File: src/hw/rtl/s1w_pkg.sv
// Shared types and constants for the serial to one-wire bridge protocol unit.
package s1w_pkg;

    // Host byte codes
    localparam logic [7:0] CMD_DATA_MODE = 8'hE1;  // enter data mode
    localparam logic [7:0] CHECK_BYTE    = 8'hE3;  // escape to check mode
    localparam logic [7:0] CMD_IGNORE    = 8'hF1;  // no-op in command mode
    localparam logic [7:0] FUNC_MASK     = 8'h81;
    localparam logic [7:0] FUNC_COMMAND  = 8'h81;
    localparam logic [7:0] FUNC_CONFIG   = 8'h01;

    // Command function select (bits 6:5)
    localparam logic [1:0] FN_BIT     = 2'b00;
    localparam logic [1:0] FN_SEARCH  = 2'b01;
    localparam logic [1:0] FN_RESET   = 2'b10;
    localparam logic [1:0] FN_PULSE   = 2'b11;

    // Response bases
    localparam logic [7:0] RESP_BIT    = 8'h80;
    localparam logic [7:0] RESP_BIT_1  = 8'hEF;
    localparam logic [7:0] RESP_BIT_0  = 8'hEC;
    localparam logic [7:0] RESP_RESET  = 8'hCC;
    localparam logic [7:0] RESP_PULSE  = 8'hE0;

    // Reset status codes
    localparam logic [1:0] RST_SHORT    = 2'd0;
    localparam logic [1:0] RST_PRESENCE = 2'd1;
    localparam logic [1:0] RST_CODE_NONE = 2'd3;

    // Bus operation codes
    localparam logic [2:0] OP_NONE   = 3'd0;
    localparam logic [2:0] OP_BYTE   = 3'd1;
    localparam logic [2:0] OP_BIT    = 3'd2;
    localparam logic [2:0] OP_RESET  = 3'd3;
    localparam logic [2:0] OP_SEARCH = 3'd4;

    localparam int         SEARCH_BYTES = 16;
    localparam logic [3:0] SEARCH_LAST  = 4'd15;

    typedef enum logic [1:0] {
        MODE_CMD   = 2'd0,
        MODE_TOUCH = 2'd1,
        MODE_CHECK = 2'd2
    } mode_t;

    typedef struct packed {
        logic [7:0]  host_byte;
        logic [7:0]  bus_read_byte;
        logic        bus_read_bit;
        logic [1:0]  bus_reset_status;
        logic [63:0] search_id_bits;
        logic [63:0] search_cmp_bits;
        logic        chunk_end;
    } in_t;

    typedef struct packed {
        logic [7:0] response_byte;
        logic       last_of_run;
        logic [2:0] bus_op;
        logic [7:0] bus_write_byte;
    } out_t;

    // Protocol state kept between host bytes
    typedef struct packed {
        mode_t           mode;
        logic [7:0]      check_byte;
        logic            search_en;
        logic [3:0]      search_cnt;
        logic [6:0][2:0] params;
    } st_t;

    // Search buffer write request
    typedef struct packed {
        logic       en;
        logic [3:0] addr;
        logic [7:0] data;
    } buf_wr_t;

    // Decoded run of response bytes for one host byte
    typedef struct packed {
        logic [15:0][7:0] bytes;
        logic [3:0]       last_idx;
        logic [2:0]       op;
        logic [7:0]       wr;
    } run_t;

endpackage

File: src/hw/rtl/s1w_decode.sv
// Combinational decode of one host byte into next state and a response run.
module s1w_decode (
    input  s1w_pkg::in_t             item,
    input  s1w_pkg::st_t             st,
    input  logic [15:0][7:0]         search_buf,
    output s1w_pkg::st_t             st_next,
    output s1w_pkg::buf_wr_t         buf_wr,
    output s1w_pkg::run_t            run,
    output logic                     run_has
);
    import s1w_pkg::*;

    always_comb begin
        logic [7:0]       b;
        logic             rb;
        logic [1:0]       code;
        logic [2:0]       wsel;
        logic [2:0]       rsel;
        logic [2:0]       pv;
        logic             id_b;
        logic             cmp_b;
        logic             path_b;
        logic             disc_b;
        logic [15:0][7:0] buf_eff;
        logic             cmd_run;

        b       = item.host_byte;
        rb      = item.bus_read_bit;
        st_next = st;
        buf_wr  = '0;
        run     = '0;
        run_has = 1'b0;
        cmd_run = 1'b0;
        code    = RST_SHORT;
        wsel    = b[6:4];
        rsel    = b[3:1];
        pv      = '0;
        id_b    = 1'b0;
        cmp_b   = 1'b0;
        path_b  = 1'b0;
        disc_b  = 1'b0;
        buf_eff = search_buf;
        buf_eff[SEARCH_LAST] = b;

        // Mode dispatch
        case (st.mode)
            MODE_TOUCH: begin
                if (b == CHECK_BYTE) begin
                    st_next.check_byte = CHECK_BYTE;
                    st_next.mode       = MODE_CHECK;
                end else if (st.search_en) begin
                    buf_wr.en   = 1'b1;
                    buf_wr.addr = st.search_cnt;
                    buf_wr.data = b;
                    if (st.search_cnt == SEARCH_LAST) begin
                        st_next.search_cnt = '0;
                        run_has            = 1'b1;
                        run.last_idx       = SEARCH_LAST;
                        run.op             = OP_SEARCH;
                        // Each position: both high -> path 1; differ -> path id;
                        // both low -> discrepancy, path from the host buffer
                        for (int j = 0; j < SEARCH_BYTES; j++) begin
                            for (int k = 0; k < 4; k++) begin
                                id_b  = item.search_id_bits[4*j+k];
                                cmp_b = item.search_cmp_bits[4*j+k];
                                if (id_b && cmp_b) begin
                                    path_b = 1'b1;
                                    disc_b = 1'b0;
                                end else if (id_b != cmp_b) begin
                                    path_b = id_b;
                                    disc_b = 1'b0;
                                end else begin
                                    path_b = buf_eff[j][2*k+1];
                                    disc_b = 1'b1;
                                end
                                run.bytes[j][2*k]   = disc_b;
                                run.bytes[j][2*k+1] = path_b;
                            end
                        end
                    end else begin
                        st_next.search_cnt = st.search_cnt + 4'd1;
                    end
                end else begin
                    run_has      = 1'b1;
                    run.bytes[0] = item.bus_read_byte;
                    run.op       = OP_BYTE;
                    run.wr       = b;
                end
            end
            MODE_CHECK: begin
                if (b == st.check_byte) begin
                    run_has      = 1'b1;
                    run.bytes[0] = item.bus_read_byte;
                    run.op       = OP_BYTE;
                    run.wr       = b;
                    st_next.mode = MODE_TOUCH;
                end else begin
                    cmd_run = 1'b1;
                end
            end
            default: begin
                cmd_run = 1'b1;
            end
        endcase

        // Command decode
        if (cmd_run) begin
            if (b == CMD_DATA_MODE) begin
                st_next.mode = MODE_TOUCH;
            end else if (b == CMD_IGNORE || b == CHECK_BYTE) begin
                run_has = 1'b0;
            end else if ((b & FUNC_MASK) == FUNC_COMMAND) begin
                case (b[6:5])
                    FN_BIT: begin
                        run_has      = 1'b1;
                        run.op       = OP_BIT;
                        run.wr       = {7'd0, b[4]};
                        run.bytes[0] = RESP_BIT | {3'd0, b[4], 4'd0}
                                     | {4'd0, b[3:2], 2'd0} | {6'd0, rb, rb};
                        if (b[1]) begin
                            run.bytes[1] = rb ? RESP_BIT_1 : RESP_BIT_0;
                            run.last_idx = 4'd1;
                        end
                    end
                    FN_SEARCH: begin
                        st_next.search_en  = b[4];
                        st_next.search_cnt = '0;
                    end
                    FN_RESET: begin
                        if (item.bus_reset_status == RST_PRESENCE) begin
                            code = RST_PRESENCE;
                        end else if (item.bus_reset_status == RST_SHORT) begin
                            code = RST_SHORT;
                        end else begin
                            code = RST_CODE_NONE;
                        end
                        run_has      = 1'b1;
                        run.op       = OP_RESET;
                        run.bytes[0] = RESP_RESET | {6'd0, code};
                    end
                    default: begin
                        run_has      = 1'b1;
                        run.bytes[0] = RESP_PULSE | {3'd0, b[4], 2'd0, b[1], 1'b0};
                    end
                endcase
            end else if ((b & FUNC_MASK) == FUNC_CONFIG) begin
                run_has = 1'b1;
                if (wsel != 3'd0) begin
                    st_next.params[wsel - 3'd1] = b[3:1];
                    run.bytes[0] = {1'b0, wsel, b[3:1], 1'b0};
                end else begin
                    if (rsel != 3'd0) begin
                        pv = st.params[rsel - 3'd1];
                    end
                    run.bytes[0] = {4'd0, pv, 1'b0};
                end
            end
            // A command that arrives in check mode always drops back to command mode
            if (st.mode == MODE_CHECK) begin
                st_next.mode = MODE_CMD;
            end
        end
    end

endmodule

File: src/hw/rtl/serial_to_onewire_bridge_protocol_unit.sv
// Top level of the serial to one-wire bridge protocol unit.
//
// Host bytes enter on the s_ channel (valid/ready), each together with the
// bus answers that belong to it. Responses leave on the m_ channel, one
// byte per transfer; last_of_run marks the final response of a host byte,
// and bus_op / bus_write_byte are set on the first response only.
// A host byte may cause no response, one, two, or sixteen (search run).
// A byte taken sits in the input register, is decoded into the result
// register once that register is free, and its first response is offered
// from then on. Throughput is one host byte per cycle while each byte
// causes at most one response and m_ready stays high; a longer run holds
// the result register until its last response is taken, during which one
// more byte waits in the input register and s_ready drops.
// When the receiver stalls (m_ready low) the result register holds and the
// input register fills, then s_ready goes low; nothing is dropped.
// Reset (aresetn low, synchronous) empties both registers and returns the
// protocol to command mode with the search accelerator off, the search
// count at zero and all parameter codes zero.
module serial_to_onewire_bridge_protocol_unit (
    input  logic          aclk,
    input  logic          aresetn,
    input  logic          s_valid,
    output logic          s_ready,
    input  s1w_pkg::in_t  s_data,
    output logic          m_valid,
    input  logic          m_ready,
    output s1w_pkg::out_t m_data
);
    import s1w_pkg::*;

    logic             in_valid_reg, in_valid_next;
    in_t              in_data_reg;
    st_t              st_reg;
    logic [15:0][7:0] search_buf_reg;
    logic             run_valid_reg, run_valid_next;
    logic [3:0]       run_idx_reg, run_idx_next;
    run_t             run_reg;

    st_t              st_next;
    buf_wr_t          buf_wr;
    run_t             dec_run;
    logic             dec_has;
    logic             run_last;
    logic             run_free;
    logic             dec_go;

    s1w_decode u_decode (
        .item       (in_data_reg),
        .st         (st_reg),
        .search_buf (search_buf_reg),
        .st_next    (st_next),
        .buf_wr     (buf_wr),
        .run        (dec_run),
        .run_has    (dec_has)
    );

    // Handshake control
    assign run_last = (run_idx_reg == run_reg.last_idx);
    assign run_free = !run_valid_reg || (m_ready && run_last);
    assign dec_go   = in_valid_reg && run_free;
    assign s_ready  = !in_valid_reg || run_free;

    always_comb begin
        in_valid_next  = in_valid_reg;
        run_valid_next = run_valid_reg;
        run_idx_next   = run_idx_reg;
        if (s_valid && s_ready) begin
            in_valid_next = 1'b1;
        end else if (dec_go) begin
            in_valid_next = 1'b0;
        end
        if (dec_go) begin
            run_valid_next = dec_has;
            run_idx_next   = '0;
        end else if (run_valid_reg && m_ready) begin
            // last response gone with nothing behind it: result side empties
            if (run_last) begin
                run_valid_next = 1'b0;
                run_idx_next   = '0;
            end else begin
                run_idx_next = run_idx_reg + 4'd1;
            end
        end
    end

    // Control registers and protocol state
    always_ff @(posedge aclk) begin
        if (!aresetn) begin
            in_valid_reg  <= 1'b0;
            run_valid_reg <= 1'b0;
            run_idx_reg   <= '0;
            st_reg.mode       <= MODE_CMD;
            st_reg.check_byte <= CHECK_BYTE;
            st_reg.search_en  <= 1'b0;
            st_reg.search_cnt <= '0;
            st_reg.params     <= '0;
        end else begin
            in_valid_reg  <= in_valid_next;
            run_valid_reg <= run_valid_next;
            run_idx_reg   <= run_idx_next;
            if (dec_go) begin
                st_reg <= st_next;
            end
        end
    end

    // Payload registers
    always_ff @(posedge aclk) begin
        if (s_valid && s_ready) begin
            in_data_reg <= s_data;
        end
        if (dec_go) begin
            run_reg <= dec_run;
        end
        if (dec_go && buf_wr.en) begin
            search_buf_reg[buf_wr.addr] <= buf_wr.data;
        end
    end

    // Result channel
    assign m_valid               = run_valid_reg;
    assign m_data.response_byte  = run_reg.bytes[run_idx_reg];
    assign m_data.last_of_run    = run_last;
    assign m_data.bus_op         = (run_idx_reg == 4'd0) ? run_reg.op : OP_NONE;
    assign m_data.bus_write_byte = (run_idx_reg == 4'd0) ? run_reg.wr : 8'd0;

endmodule

File: config.mk
export PLATFORM = sky130hd
export DESIGN_NAME = serial_to_onewire_bridge_protocol_unit
export DESIGN_NICKNAME = d
export VERILOG_FILES = /design/src/hw/rtl/s1w_pkg.sv /design/src/hw/rtl/s1w_decode.sv /design/src/hw/rtl/serial_to_onewire_bridge_protocol_unit.sv
export SDC_FILE = /design/constraint.sdc
export NUM_CORES = 1
export LEC_CHECK = 0
export BUFFER_PORTS_ARGS = -buffer_cell sky130_fd_sc_hd__buf_4
export CORE_MARGIN = 2
export CORE_UTILIZATION = 23
export DETAILED_ROUTE_END_ITERATION = 10
export GPL_TIMING_DRIVEN = 0
export REMOVE_ABC_BUFFERS = 1
export SYNTH_ARGS = -nofsm -noshare
export SYNTH_HDL_FRONTEND = slang
export SYNTH_SLANG_ARGS = --single-unit
File: constraint.sdc
create_clock -name aclk -period 12.7 [get_ports aclk]
set_input_delay 2.54 -clock aclk [delete_from_list [all_inputs] [get_ports aclk]]
set_output_delay 2.54 -clock aclk [all_outputs]
set_load 0.02 [all_outputs]
# Word level (Yosys, flattened, before mapping)
# Index checks and enable logic that the tools add are counted.
# totals
reg_bits	452
in_bits	152
output_inout_bits	22
elab_cells	633
# op_classes
add_sub_neg	4
magnitude_cmp	6
eq_ne	76
mux	285
n_bitwise	9
reduce_logical	144
# ops
operator	count
5-bit OR reduction	55
1-bit two-way mux	217
128-bit bitwise mux	1
31-bit two-way mux	4
8-bit two-way mux	14
25-bit two-way mux	3
1-bit logical AND	71
1-bit inequality test	64
21-bit two-way mux	3
4-bit two-way mux	11
13-bit two-way mux	3
8-bit binary-select mux with 4-bit select	1
8-bit demux with 4-bit select	1
8-bit equality test (second input constant)	3
8-bit case mux with 3 select lines	1
23-bit two-way mux	1
11-bit case mux with 2 select lines	1
21-bit bitwise mux	1
8-bit case mux with 2 select lines	1
15-bit two-way mux	1
3-bit two-way mux	5
2-bit two-way mux	7
4-bit by 5-bit less-than comparator with 1-bit output (second input constant)	2
10-bit two-way mux	1
other kinds (30)	52

# Longest topological paths before layout
# depth
depth_word	13
depth_mapped	9
depth_no_buf	8

# Cells and area by module
# From an unflattened synthesis, not the netlist that was laid out.
# hier_totals
hier_cells	1503
area_unflattened_um2	21259.1
# modules_own_cells
mod	n_inst	cells_each	area_each_um2	seq_area_each_um2
serial_to_onewire_bridge_protocol_unit	1	709	15738.8	13422.9
s1w_decode	1	794	5520.3	0.0

# Worst setup path after synthesis
# OpenSTA, ideal clock, no wires.
# synth_timing
kind	input -> register
from	input port m_ready
to	register in_data_reg[100] (netlist bit), enable pin
setup_time_ns	0.702
t_arrival_ns	10.170
setup_slack_ns	1.828
cell_stages	4
n_path_buf	0
cell_sequence	inv_1 -> a211o_1 -> and2_1 -> a21oi_1
# synth_between
elab_chain_cells	4
# synth_rtl
item	line_no	text
start, declared	serial_to_onewire_bridge_protocol_unit.sv:26	input logic m_ready,
1-bit logical AND	serial_to_onewire_bridge_protocol_unit.sv:59	assign run_free = !run_valid_reg || (m_ready && run_last);
1-bit logical OR	serial_to_onewire_bridge_protocol_unit.sv:59	
1-bit logical OR	serial_to_onewire_bridge_protocol_unit.sv:61	assign s_ready = !in_valid_reg || run_free;
1-bit logical AND	serial_to_onewire_bridge_protocol_unit.sv:109	if (s_valid && s_ready) begin
end signal, assigned	serial_to_onewire_bridge_protocol_unit.sv:110	in_data_reg <= s_data;
end, declared	serial_to_onewire_bridge_protocol_unit.sv:32	in_t in_data_reg;
# Every way passes these cells.
# A chain may end at the register's enable or synchronous reset.

# Worst setup path after layout
# layout_timing
from	input port m_ready
to	output port s_ready
# layout_between
elab_chain_cells	3
# layout_rtl
item	line_no	text
1-bit logical AND	serial_to_onewire_bridge_protocol_unit.sv:59	
1-bit logical OR	serial_to_onewire_bridge_protocol_unit.sv:59	
1-bit logical OR	serial_to_onewire_bridge_protocol_unit.sv:61	
end, declared	serial_to_onewire_bridge_protocol_unit.sv:23	output logic s_ready,
# Every way passes these cells.

==> flow_summary_export.csv <==
group,metric,value,unit
power,power_density,142,mW/mm²
route,postRouteAntennaNets,0,
sta,timing.setup.tns,0,ns
power,power.leakage,7.23,nW
power,p_total,2.94,mW
run_status,outcome,"completed",
synth,post_synth_edffs,348,
final_layout,diodes,0,
synth,syn_area,0.0166,mm²
floorplanning,floorplan.die.height,273,µm
synth,postSynthRegisterBits,382,
placement,dp_cells,2194,
final_layout,largest_register_ff_count,147,
sta,fmax,163,MHz
global_routing,global_route.overflow_total,0,
setup_path,critical_path.startpoint_type,"input pin",
clocking,cts_hold_buf,0,
synth,dominantRegCellSynth,"sky130_fd_sc_hd__edfxtp_1",
route,num_vias,9861,
hold_path,worst_hold_path_type,"reg2reg",
flow_run,maxcap_violations,0,
setup_path,worst_r2r_path_depth,7,
placement,port-buffer-count,172,
synth,post_synthesis_cell_count,1101,
route,remaining_drc_errors,0,
final_layout,sequential_cell_area,0.0111,mm²
sta,worst_pin_slew,1.35,ns
clocking,clockRootBuffer,"sky130_fd_sc_hd__clkbuf_16",
final_layout,final_cell_mix,"348 x sky130_fd_sc_hd__edfxtp_1, 174 x sky130_fd_sc_hd__buf_4, 88 x sky130_fd_sc_hd__nor2_1, 83 x sky130_fd_sc_hd__ha_1, 69 x sky130_fd_sc_hd__nor2b_1",
route,drt_first_iter_violations,787,
clocking,tritoncts,"done",
floorplanning,design.portCount,174,
floorplanning,floorplan.initialDensity,23.2,%
sta,grt_setup_unrepaired,"no",
route,detail_routed_via_count_per_cell,4.34,
setup_path,worst_setup_path_class,"in2out",
global_routing,grt.total_usage,11.4,%
hold_path,holdPathStages,2,
sta,final_setup_violations,0,
clocking,worstSkewPairLatency,0.57,ns
power,peakVddDrop,0.000112,V
synth,synth.distinct_cells,65,
final_layout,nNetsFinal,1524,
clocking,cts-buffers-inserted,43,
route,top_layer_used,"met4",
setup_path,endpoint_kind,"output port",
final_layout,layout_commonest_cell,"sky130_fd_sc_hd__edfxtp_1",
clocking,worst_setup_hold_path_clk_slew,0.06,ns
sta,fin_crit_sh,48.4,%
synth,ys_seq_area_share,66.9,%
final_layout,flow.area_growth_from_synthesis,24.3,%
route,drt-wirelength-per-cell,18.9,µm
floorplanning,die_area,0.0745,mm²
global_routing,initial_antenna_violation_count,0,
clocking,clkSinkCount,382,
clocking,postCtsSetupRepairBufs,0,
final_layout,finish.cell_count_without_fillers,2273,
clocking,htree_num_levels,2,
final_layout,final_design_area_no_fill,0.0207,mm²
route,met2_wirelength,20800,µm
synth,yosys_warnings,0,
sta,timing.final.crit_period,6.15,ns
floorplanning,rows,98,
clocking,post_cts_sizing,0,
global_routing,global_route_wire_length_before_repair,63000,µm
setup_path,worstPathRequired,10.16,ns
final_layout,final_layout_size_suffix_gt1_share,24.6,%
final_layout,multi_input_comb_area,0.00526,mm²
placement,gpl.final_weighted_congestion,0.826,
placement,place.detailed.hpwl,31300,µm
setup_path,critPathArrivalTime,3.61,ns
sta,hold_slack,0.457,ns
synth,syn-mean-instance-area,15.1,µm²
final_layout,n_fill_cell,7173,
floorplanning,horiz_die_dim,273,µm
sta,rel_slew_slack,9.26,%
route,routed-wl-met3,2510,µm
global_routing,first_global_vias,10100,
sta,finalClockSkew,0.0278,ns
route,met1_length,18200,µm
placement,placed_cell_area,0.0192,mm²
synth,asr_flop_ratio_synth,0,%
sta,slew_violations,0,
sta,report.final.hold_viol_count,0,
floorplanning,floorplan.core_area,0.0716,mm²
route,drt-total-wl,42900,µm
global_routing,maximum_number_of_pins_on_one_net_before_global_route_repair,88,
clocking,cts.path.max_buffers,3,
setup_path,worst-path-max-fanout,4,
route,firstDrtPassIters,5,
-- worst max-delay path, stage by stage --
cell,delay [ns]
sky130_fd_sc_hd__buf_4,0.13
sky130_fd_sc_hd__inv_1,0.11
sky130_fd_sc_hd__a211o_1,0.17
sky130_fd_sc_hd__and2_1,0.29
sky130_fd_sc_hd__nand2_1,0.16
sky130_fd_sc_hd__buf_4,0.19
-- per-layer routing --
metal | track usage, % | vias to the layer above
met5 | 0 | -
met4 | 4.46 | 0
met3 | 2.37 | 73
met2 | 18.9 | 304
met1 | 14.6 | 4828
li1 | - | 4656
-- through the flow --
stage	utilization (%)	setup slack, ns
detailed placement	26.8	6.46
finish	28.9	6.55
global route	28.9	6.47
floorplan	-	1.83
global placement	26.4	-2.23
CTS	28.9	6.52
-- logic make-up after synthesis --
logic type | share of synthesized area [%]
AND/OR/NAND/NOR | 10.7
AO/OA/AOI/OAI | 6.30
adder cells (fa/ha/maj) | 6.24
buffers and inverters | 1.92
multiplexers | 7.72
flip-flops | 66.9
XOR/XNOR | 0.211
-- power breakdown --
group          internal (mW)  total [mW]  switching (mW)
Sequential              1.42        1.45          0.0288
Clock                  0.774        1.30           0.524
Combinational         0.0901       0.193           0.103
-- final cells by class --
cell class / instances / area share [%]
Tap cell: 950 / 5.74
Clock buffer: 56 / 5.79
Inverter: 34 / 0.641
Multi-Input combinational cell: 643 / 25.4
Clock inverter: 23 / 1.33
Timing Repair Buffer: 185 / 7.30
Sequential cell: 382 / 53.8
-- path summary, 6_finish.rpt --
| kind | startpoint | end | slack (ns) |
|---|---|---|---|
| max reg2reg | run_idx_reg[3] | search_buf_reg[13] | 7.83 |
| max | m_ready | s_ready | 6.55 |
| min | st_reg[18] | st_reg[18] | 0.46 |
| min reg2reg | st_reg[18] | st_reg[18] | 0.46 |
-- synth_stat cells, drive strengths merged (5+ instances only) --
master | n | area share (%)
a22oi | 7 | 0.32
mux2i | 26 | 1.6
mux2 | 5 | 0.34
nor2 | 91 | 2.1
buf | 17 | 0.59
and3 | 11 | 0.41
nand4 | 6 | 0.23
clkbuf | 25 | 0.56
o21ai | 19 | 0.57
nor2b | 69 | 2.6
inv | 34 | 0.77
nand2b | 7 | 0.26
a211o | 5 | 0.26
nand3 | 7 | 0.21
nor3 | 64 | 2.1
and2 | 17 | 0.64
mux4 | 43 | 5.8
nor4 | 9 | 0.34
a21oi | 15 | 0.45
a211oi | 61 | 2.8
ha | 83 | 6.2
edfxtp | 348 | 63
dfxtp | 34 | 4.1
nand2 | 41 | 0.92
No activity file was read; power rests on OpenSTA's default activity.
